--- config.mk ---
export PLATFORM = sky130hd
export DESIGN_NAME = sbda_ctrl
export DESIGN_NICKNAME = d
export VERILOG_FILES = /design/src/hw/rtl/sbda_pkg.sv /design/src/hw/rtl/sbda_ctrl.sv
export SDC_FILE = /design/constraint.sdc
export NUM_CORES = 1
export LEC_CHECK = 0
export BUFFER_PORTS_ARGS = -buffer_cell sky130_fd_sc_hd__buf_2
export CAP_MARGIN = 25
export CELL_PAD_IN_SITES_DETAIL_PLACEMENT = 0
export CELL_PAD_IN_SITES_GLOBAL_PLACEMENT = 1
export CORE_AREA = 2 2 39 41
export DETAILED_ROUTE_END_ITERATION = 10
export DIE_AREA = 0 0 41 43
export PLACE_DENSITY_LB_ADDON = 0.3
export SYNTH_ARGS = -nofsm -noshare
export SYNTH_HDL_FRONTEND = slang
export SYNTH_SLANG_ARGS = --single-unit
--- constraint.sdc ---
create_clock -name clk -period 2.1 [get_ports clk]
set_input_delay 0.21 -clock clk [delete_from_list [all_inputs] [get_ports clk]]
set_output_delay 0.21 -clock clk [all_outputs]
set_load 0.03 [all_outputs]
--- src/hw/rtl/sbda_pkg.sv ---
// ============================================================================
// sbda_pkg: shared types and constants for the scene bounds core
// Coordinate widths, payload structs, controller states and the command and
// status groups that pass between the controller and the datapath.
// ============================================================================
package sbda_pkg;

    // Vertex coordinates are signed Q12.12.
    localparam int COORD_BITS = 24;
    // Edge vectors between two vertices need one extra bit.
    localparam int DIFF_BITS  = COORD_BITS + 1;
    localparam int PROD_BITS  = 2 * DIFF_BITS;
    localparam int CROSS_BITS = PROD_BITS + 1;
    localparam int AREA_BITS  = 64;
    localparam int SAT_BITS   = (CROSS_BITS > AREA_BITS) ? CROSS_BITS : AREA_BITS;
    localparam int SCALE_BITS = 32;
    localparam int AXIS_BITS  = 2;
    localparam int FILL_BITS  = 2;

    // 1.8 in Q16.16 scaled by the Q12.12 extent: 1.8 * 2^28.
    localparam int SCALE_NUMERATOR_INT = 483183821;
    localparam int NUM_BITS  = $clog2(SCALE_NUMERATOR_INT + 1);
    localparam int DCNT_BITS = $clog2(NUM_BITS);

    localparam logic [NUM_BITS-1:0]   SCALE_NUMERATOR = NUM_BITS'(SCALE_NUMERATOR_INT);
    localparam logic [SCALE_BITS-1:0] UNIT_SCALE      = SCALE_BITS'(65536);
    localparam logic [AREA_BITS-1:0]  AREA_MAX        = {AREA_BITS{1'b1}};
    localparam logic [FILL_BITS-1:0]  FILL_EMPTY      = FILL_BITS'(0);
    localparam logic [FILL_BITS-1:0]  FILL_FULL       = FILL_BITS'(2);

    typedef logic signed [COORD_BITS-1:0] coord_t;
    typedef logic signed [DIFF_BITS-1:0]  diff_t;
    typedef logic signed [PROD_BITS-1:0]  prod_t;
    typedef logic [COORD_BITS-1:0]        extent_t;
    typedef logic [AREA_BITS-1:0]         area_t;
    typedef logic [AXIS_BITS-1:0]         axis_t;

    localparam axis_t AXIS_X = 2'd0;
    localparam axis_t AXIS_Y = 2'd1;
    localparam axis_t AXIS_Z = 2'd2;

    localparam coord_t COORD_MAX = {1'b0, {(COORD_BITS-1){1'b1}}};
    localparam coord_t COORD_MIN = {1'b1, {(COORD_BITS-1){1'b0}}};

    typedef struct packed {
        coord_t pos_x;
        coord_t pos_y;
        coord_t pos_z;
        logic   strip_mesh;
        logic   draw_start;
        logic   last_item;
    } vertex_t;

    typedef struct packed {
        axis_t                 depth_sel;
        axis_t                 horiz_sel;
        axis_t                 vert_sel;
        coord_t                min_x;
        coord_t                min_y;
        coord_t                min_z;
        coord_t                max_x;
        coord_t                max_y;
        coord_t                max_z;
        coord_t                mid_horiz;
        coord_t                mid_vert;
        logic [SCALE_BITS-1:0] view_scale;
    } result_t;

    typedef enum logic [3:0] {
        ST_IDLE,
        ST_MUL,
        ST_CROSS,
        ST_ACC,
        ST_EXTENT,
        ST_DECIDE,
        ST_SETUP,
        ST_DIV,
        ST_DONE
    } state_t;

    typedef struct packed {
        logic load;
        logic mul;
        logic cross_step;
        logic acc;
        logic extent;
        logic decide;
        logic setup;
        logic div_step;
        logic finish;
    } ctrl_cmd_t;

    typedef struct packed {
        logic tri_in;
        logic last_in;
        logic last_held;
        logic div_last;
    } ctrl_status_t;

endpackage

--- src/hw/rtl/sbda_ctrl.sv ---
// ============================================================================
// sbda_ctrl: sequencing state machine
// Steps each vertex that closes a strip triangle through the area pipeline and,
// on the last vertex, through the axis decision, the scale division and the result.
// ============================================================================
module sbda_ctrl (
    input  logic                  clk,
    input  logic                  rst_n,
    input  logic                  start,
    input  sbda_pkg::ctrl_status_t status,
    output sbda_pkg::ctrl_cmd_t    cmd,
    output logic                  busy
);

    sbda_pkg::state_t state_reg;
    sbda_pkg::state_t state_next;

    always_ff @(posedge clk or negedge rst_n)
    begin
        if (!rst_n)
        begin
            state_reg <= sbda_pkg::ST_IDLE;
        end
        else
        begin
            state_reg <= state_next;
        end
    end

    always_comb
    begin
        state_next = state_reg;
        unique case (state_reg)
            sbda_pkg::ST_IDLE:
            begin
                if (start)
                begin
                    if (status.tri_in)
                    begin
                        state_next = sbda_pkg::ST_MUL;
                    end
                    else if (status.last_in)
                    begin
                        state_next = sbda_pkg::ST_EXTENT;
                    end
                end
            end
            sbda_pkg::ST_MUL:    state_next = sbda_pkg::ST_CROSS;
            sbda_pkg::ST_CROSS:  state_next = sbda_pkg::ST_ACC;
            sbda_pkg::ST_ACC:
            begin
                state_next = status.last_held ? sbda_pkg::ST_EXTENT : sbda_pkg::ST_IDLE;
            end
            sbda_pkg::ST_EXTENT: state_next = sbda_pkg::ST_DECIDE;
            sbda_pkg::ST_DECIDE: state_next = sbda_pkg::ST_SETUP;
            sbda_pkg::ST_SETUP:  state_next = sbda_pkg::ST_DIV;
            sbda_pkg::ST_DIV:
            begin
                if (status.div_last)
                begin
                    state_next = sbda_pkg::ST_DONE;
                end
            end
            sbda_pkg::ST_DONE:   state_next = sbda_pkg::ST_IDLE;
            default:             state_next = sbda_pkg::ST_IDLE;
        endcase
    end

    always_comb
    begin
        cmd  = '0;
        busy = 1'b1;
        unique case (state_reg)
            sbda_pkg::ST_IDLE:
            begin
                busy     = 1'b0;
                cmd.load = start;
            end
            sbda_pkg::ST_MUL:    cmd.mul        = 1'b1;
            sbda_pkg::ST_CROSS:  cmd.cross_step = 1'b1;
            sbda_pkg::ST_ACC:    cmd.acc        = 1'b1;
            sbda_pkg::ST_EXTENT: cmd.extent     = 1'b1;
            sbda_pkg::ST_DECIDE: cmd.decide     = 1'b1;
            sbda_pkg::ST_SETUP:  cmd.setup      = 1'b1;
            sbda_pkg::ST_DIV:    cmd.div_step   = 1'b1;
            sbda_pkg::ST_DONE:   cmd.finish     = 1'b1;
            default:             busy           = 1'b1;
        endcase
    end

endmodule

==> results, run 1 <==
- The source of the worst register-to-register timing path is state_reg[2].
- The final net count is 65.
- The sink count of the clock tree is 4.
- The hold slack is 0.228 ns.
- The tightest min-delay check is of the input port to flop type.
- The worst clock skew is 0.00156 ns.
- Yosys printed 0 warnings.
- The final layout contains routed wiring with a total length of 738 um.
- The CTS buffer count is 3.
- Max-cap violations in this run came to 0.
- The first detailed-routing pass ran for 4 iterations.
- The run finished with clean final reports.
- Compared with the post-synthesis result, the final layout area differs by 34.1%.
- The floorplan die area is 1760 um2.
- For this design the top-level I/O count stands at 17.
- The maximum vdd drop is 0.596 mV.
- The filler cell count in the final layout is 167.
- The library cell used as clock root buffer is clkbuf_4.
- The library cells used most frequently in the layout, excluding fill and tap cells, are buf_2, nor2_1, nor3_1.
- The switching fraction of total power is 53.1%.
- Setup violations remaining at the end of the flow were counted as 0.
- In this run the vertical extent of the chip is 43 um.
- The number of setup buffers added after CTS is 0.
- The detailed-route wire length per cell is 10.3 um.
- The final-report max-slew violation count is 0.
- In this run the standard cell core region covers 1380 um2.
- On the critical path, the stage with the largest delay is an instance of dfrtp_1.
- The biggest area contributor in the post-synthesis netlist is dfrtp_1.
- The worst path in the final design needs a cycle of 1.57 ns, including I/O delays and setup.
- The clock tree from TritonCTS is yes.
- The cell family contributing the most delay on the critical path is flip-flops.
- The number of vias per cell after detailed routing is 4.46.
- The startpoint of the worst setup timing path is state_reg[0].
- The clock power share is 12.9%.
- The top cell type by area accounts for 32.1% of the synthesized area.
- The later pin in the worst-skew pair is clocked with a latency of 0.23 ns.
- The final hold violation count is 0.
- Routability-driven placement finished with a final weighted congestion of 0.714.
- In this run the power density over the cells is 1690 nW/um2.
- The overall power of the completed layout is 706 uW.
- The count of cells in the finished layout, fillers not included, comes to 72.
- Synthesis handed over a netlist of 40 instances.
- After layout, the worst setup slack is 0.529 ns.
- The count of instances resized after the clock tree is built is 0.
- The number of nets still failing antenna checks after routing is 0.
- The first-pass GRT wire length is 1.17 mm.
- For this design the static power due to leakage is 0.216 nW.
- The worst setup path category is flop to primary output.
- Of the total synthesized cell area, the portion taken by AND, OR, NAND and NOR gates is 43.4%.
- The pin count of the biggest net entering global routing is 13.
- The number of antenna violations at the first check in global routing is 0.
- Summing the areas of all xor and xnor instances in the mapped netlist gives 0% of the synthesized area.
- The share of the yosys chip area belonging to registers is 32.1%.
- The worst setup path is launched from a flop.
- The die is 41 um wide.
- The cell-internal power is 331 uW.
- The final critical path takes up 74.8% of the cycle.
- STA classifies the critical path endpoint as a primary output.
- In this run the cell area measured after placement is 385 um2.
- The half-perimeter wire length after detailed placement is 559 um.
- Sequential cells account for 29.3% of the total power.
- The total number of H-tree levels is 1.
- The depth of the worst register-to-register path is 3.
- The headroom to the max-slew limit is 76.0%.
- Combinational logic is responsible for 57.8% of the overall power.
- The mean area per synthesized cell is 7.79 um2.
- The total nets after synthesis is 47.
- By area the synthesized netlist is led by dfrtp_1, nor3_1, nor2_1.
- The synthesized flop and latch total is 4.
- The critical path arrival is 1.36 ns.
- The via count of the first global-routing pass was 273.
- The cell area after synthesis is 312 um2.
- The distinct cell type count of the synthesized netlist is 16.
- In this run the core area contains 14 standard-cell rows.
- Traced cell by cell, the critical path runs through nor3_1 -> and2_1 -> buf_2.
- The end point of the most critical hold path is state_reg[3].
- The dominant combinational cell family by area after synthesis is simple AND/OR/NAND/NOR gates.
- The achievable clock frequency is 0.637 GHz.
- In this run the critical register-to-register path is captured at state_reg[2].
- The final non-filler cell area is 418 um2.
- The most common library cell in the layout ignoring fill and taps is buf_2.
- Setup repair after global routing left no endpoint under its margin.
- At the pin with the least slew margin, the transition time is 0.360 ns.
- After Yosys synthesis, full adders, half adders and majority gates account for 0% of the synthesized area.
- The synthesized netlist devotes 16.1% of its cell area to compound gates.
- Before CTS, the worst setup slack after placement is 0.774 ns.
- Global routing used 10.4% of the available tracks across all layers.
- After detailed routing, the number of remaining DRC violations is 0.
- The flip-flop count of the largest register, all copies and words added is 4.
- Including well taps, the total number of placed cells is 68.
- For the final routed database, the setup TNS stands at 0 ns.
- For this run, the slowest stage of the critical path takes 0.48 ns.
- For this design the total switching power over the nets is 375 uW.
- After clock tree synthesis, the flow added hold-fix buffers numbering 1.
- The share of the core filled with cells in the final layout is 30.2%.
- The post-route netlist has 37.5% of its cells at a drive strength greater than 1.
- The number of vias after detailed routing is 321.
- The cell depth of the worst hold path is 2.
- The overflow left after global routing is 0.
- The quantity of I/O buffers inserted on ports is 16.
- Measured against the total synthesized area, the mux share comes to 0%.
- The required time of the critical path is 1.89 ns.
- The number of diodes is 0.
- The register clock-pin slew on the reported worst setup and hold paths is 0.03 ns.
- Counting both buffers and inverters, the worst setup path holds a total of 1.
- The detailed router's first-iteration violation count is 8.
- In this run the worst path has a maximum fanout of 12.
- The largest buffer count on any clock path is 2.
- Once the floorplan was initialized, standard cells occupied 22.5% of the core.
- The startpoint of the lowest-slack hold path is status[0].
- The setup check on the worst reg-to-reg path leaves a slack of 0.94 ns.
-- cell usage after synthesis, drive strengths merged --
| cell type | count |
|---|---|
| nand2b | 4 |
| dfrtp | 4 |
| and2 | 2 |
| nor2 | 7 |
| and3 | 2 |
| and4b | 1 |
| a221oi | 1 |
| nand2 | 3 |
| o21ai | 1 |
| buf | 4 |
| a21oi | 3 |
| o21a | 1 |
| nor3 | 6 |
| o21bai | 1 |
-- worst reg2reg max path, cell delays in order, from the launching register on --
cell and delay [ns]:
dfrtp_1 0.49, and4b_1 0.30, a21oi_1 0.05, a221oi_2 0.23
-- routing by layer --
metal,vias to the layer above,GRT usage [%],share of wire [%],routed length (um)
li1,169,-,-,-
met1,139,15.4,46,340
met2,13,11.9,45,333
met3,0,3.14,8.7,64
met4,0,8.00,0,0
met5,-,0,0,0
-- cell families after synthesis --
group                  count (synthesis)
AND/OR/NAND/NOR                       25
AO/OA/AOI/OAI                          7
flip-flops                             4
buffers and inverters                  4
-- worst max-delay path by stage --
stage	slack (ns)	depth (start not counted)	to
detailed placement	0.77	3	cmd[0]
CTS	0.52	3	cmd[0]
global placement	0.80	3	cmd[0]
finish	0.53	3	cmd[0]
floorplan	0.56	3	cmd[6]
global route	0.46	3	cmd[0]
-- cell type report --
| cell class | count | area [um2] | share of cell area, % |
|---|---|---|---|
| Multi-Input combinational cell | 32 | 185 | 44.3 |
| Timing Repair Buffer | 17 | 90.1 | 21.6 |
| Tap cell | 16 | 20.0 | 4.79 |
| Sequential cell | 4 | 100 | 24.0 |
| Clock buffer | 3 | 22.5 | 5.39 |
-- power groups by stage --
stage               combinational, mW  clock (mW)  sequential (mW)
finish                          0.408      0.0907            0.207
global route                    0.448      0.0987            0.217
CTS                             0.415      0.0982            0.205
detailed placement              0.413           0            0.206
global placement                0.415           0            0.206
floorplan                       0.418           0            0.126
No activity file was read; power rests on OpenSTA's default activity.
==> run 2: changes to the inputs <==
Clock period 2.1 ns to 1.6 ns, I/O delays scaled along.
==> run 2 against run 1 <==
Final cell count up 1.4%. Clock skew is 0.0013 ns lower. Setup slack lost 0.43 ns. Critical path type unchanged. Combinational power up 35%. Non-clock buffer count is 1 higher. Clock power grew 30%. Die area stayed put. Sequential power increased by 30%. Sequential cell count is the same. First-iteration DRC count shrank 50%. Sequential share of layout area decreased by 0.42 points. Utilization grew 0.54 points.
==> results, run 2 (synthesized netlist as in run 1, its figures left out) <==
- The flow ran to the end, and the final reports show no timing, DRC or antenna violations.
- The worst setup path category is flop to primary output.
- The final hold violation count is 0 (unchanged).
- The later-pin clock latency in the skew report is 0.23 ns (about the same).
- The final-report max-slew violation count is 0 (unchanged).
- The number of antenna violations at the first check in global routing is 0 (unchanged).
- The kind of start point of the critical path is a flop.
- The overflow left after global routing was 0 (unchanged).
- The post-placement cell area came to 393 um2 (+1.9%).
- Setup repair after global routing left no endpoint under its margin.
- The number of placed I/O pins was 17 (unchanged).
- The count of unresolved DRC violations after routing is 0 (unchanged).
- The total length of routed wires was 733 um (-0.68%).
- The achievable clock frequency is 0.666 GHz.
- The headroom to the max-slew limit is 75.7% (-0.31 points).
- The delay of the slowest critical-path stage is 0.48 ns (about the same).
- The worst hold path terminates at state_reg[3].
- TritonCTS built the clock tree.
- The max-capacitance violation count is 0 (unchanged).
- The time the final worst path needs with I/O delays and setup is 1.50 ns.
- The area growth from synthesis to layout is 36.5%.
- The worst-path maximum fanout is 12 (unchanged).
- The first-pass GRT wire length is 1.11 mm (-5.4%).
- The leakage component of the power was 0.221 nW (+2.5%).
- The horizontal die dimension was 41 um (unchanged).
- The number of setup buffers added after CTS is 0 (unchanged).
- The number of vias per cell after detailed routing came to 4.44 (-0.45%).
- The overall global routing resource usage is 10.0% (-0.39 points).
- The detailed router's first-iteration violation count is 4 (-4).
- The total number of H-tree levels is 1 (unchanged).
- The CTS buffer count is 3 (unchanged).
- The required time of the critical path came to 1.44 ns (-0.45 ns).
- The tree is rooted in a clkbuf_4.
- The register clock-pin slew on the reported worst setup and hold paths is 0.03 ns (about the same).
- The final instance count without filler cells is 73 (+1.4%).
- The final net count is 66 (+1.5%).
- The most common library cell in the layout ignoring fill and taps is buf_2.
- The floorplan die area came to 1760 um2 (unchanged).
- The flip-flop count of the largest register, all copies and words added is 4 (unchanged).
- The quantity of I/O buffers inserted on ports was 16 (unchanged).
- The number of diodes is 0 (unchanged).
- The source of the worst register-to-register timing path is state_reg[2].
- The initial core utilization came to 22.5% (unchanged).
- The library cells used most frequently in the layout, excluding fill and tap cells, are buf_2, nor2_1, nor3_1.
- The detailed-route wire length per cell is 10.0 um (-2.0%).
- The half-perimeter wire length after detailed placement is 591 um (+5.8%).
- The number of setup violations in the final report is 0 (unchanged).
- The transition time at the pin with the least slew margin was 0.365 ns (+0.00458 ns).
- The share of the clock period used by the worst path is 93.9%.
- The worst clock skew is 0.000275 ns (-0.00128 ns).
- The filler cell count in the final layout is 156 (-6.6%).
- The number of placed instances, taps included was 69 (+1.5%).
- The setup total negative slack came to 0 ns (unchanged).
- The number of standard-cell rows in the floorplan is 14 (unchanged).
- The number of nets still failing antenna checks after routing is 0 (unchanged).
- Walking the worst path, the cells encountered are nor3_1 -> and2_1 -> buf_2.
- The depth of the worst register-to-register path is 3 (unchanged).
- The final RePlAce weighted congestion came to 0.743 (+4.1%).
- The floorplan core area is 1380 um2 (unchanged).
- The maximum vdd drop came to 0.814 mV (+37%).
- The worst setup path is captured at a primary output.
- The die boundary height was 43 um (unchanged).
- The hold slack is 0.180 ns (-0.0486 ns).
- The class of the tightest hold or removal check is input port to flop.
- The critical path arrival is 1.34 ns (-0.02 ns).
- The share of the core filled with cells in the final layout is 30.7% (+0.54 points).
- The ratio of cells with drive above 1 in the final layout is 38.6% (+1.1 points).
- The power density relative to cell area is 2200 nW/um2 (+30%).
- The largest buffer count on any clock path is 2 (unchanged).
- The startpoint of the lowest-slack hold path is status[0].
- The setup slack of the most critical reg-to-reg path is 0.43 ns (-0.51 ns).
- The sink count of the clock tree is 4 (unchanged).
- The number of iterations in the first detailed-routing pass came to 2 (-2).
- The endpoint identified for the worst register-to-register timing path is state_reg[2].
- The pin count of the biggest net entering global routing came to 13 (unchanged).
- The final non-filler cell area was 425 um2 (+1.8%).
- The via count of the first global-routing pass is 259 (-5.1%).
- The cell depth of the worst hold path was 2 (unchanged).
- The number of vias after detailed routing came to 324 (+0.93%).
- The cell with the largest stage delay on the worst path is dfrtp_1.
[run 2: changes by cell type in the layout (fill, tap and decap cells not counted)]
| cell | change |
|---|---|
| buf_4 | +1 |
[run 2: stage by stage]
step	power [mW]	setup slack (ns)
floorplan	0.714	0.109
global placement	0.823	0.345
detailed placement	0.823	0.318
CTS	0.950	0.0812
global route	1.01	0.0144
finish	0.935	0.0984
[run 2: per-layer routing]
layer,vias up,track usage (%),share of wire [%]
met5,-,0,0
met4,0,10.0,0
met3,0,3.14,8.9
met2,11,11.6,45
met1,142,13.4,46
li1,171,-,-
[run 2: area by class of cell]
| class | instances | area (um2) | area share [%] |
|---|---|---|---|
| sequential | 4 | 100 | 23.5 |
| clock buffer | 3 | 22.5 | 5.29 |
| tap | 16 | 20.0 | 4.71 |
| timing repair buffer | 18 | 97.6 | 22.9 |
| multi-input combinational | 32 | 185 | 43.5 |
[run 2: report_power, final]
group | internal [mW] | leakage [nW] | switching [mW] | total, mW
combinational | 0.210 | 0.159 | 0.339 | 0.549
clock | 0.0834 | 0.0138 | 0.0345 | 0.118
sequential | 0.147 | 0.0483 | 0.121 | 0.269
[run 2: worst max path at each step]
stage                       from     end  slack [ns]
global placement    state_reg[0]  cmd[0]        0.34
CTS                 state_reg[0]  cmd[0]        0.08
detailed placement  state_reg[0]  cmd[0]        0.32
global route        state_reg[0]  cmd[0]        0.01
floorplan           state_reg[0]  cmd[6]        0.11
finish              state_reg[0]  cmd[0]         0.1
[run 2: critical path: cells and delay by family, from the launching register on]
family                 cells  cell delay (ns)
buffers and inverters      1             0.19
flip-flops                 1             0.48
AND/OR/NAND/NOR            2             0.45
[run 2: timing repair]
| action | in CTS | in global routing |
|---|---|---|
| endpoints found under the hold margin | 4 | 0 |
| resized for setup | 0 | 0 |
| hold buffers | 1 | 0 |
| endpoints found under the setup margin | 0 | 0 |
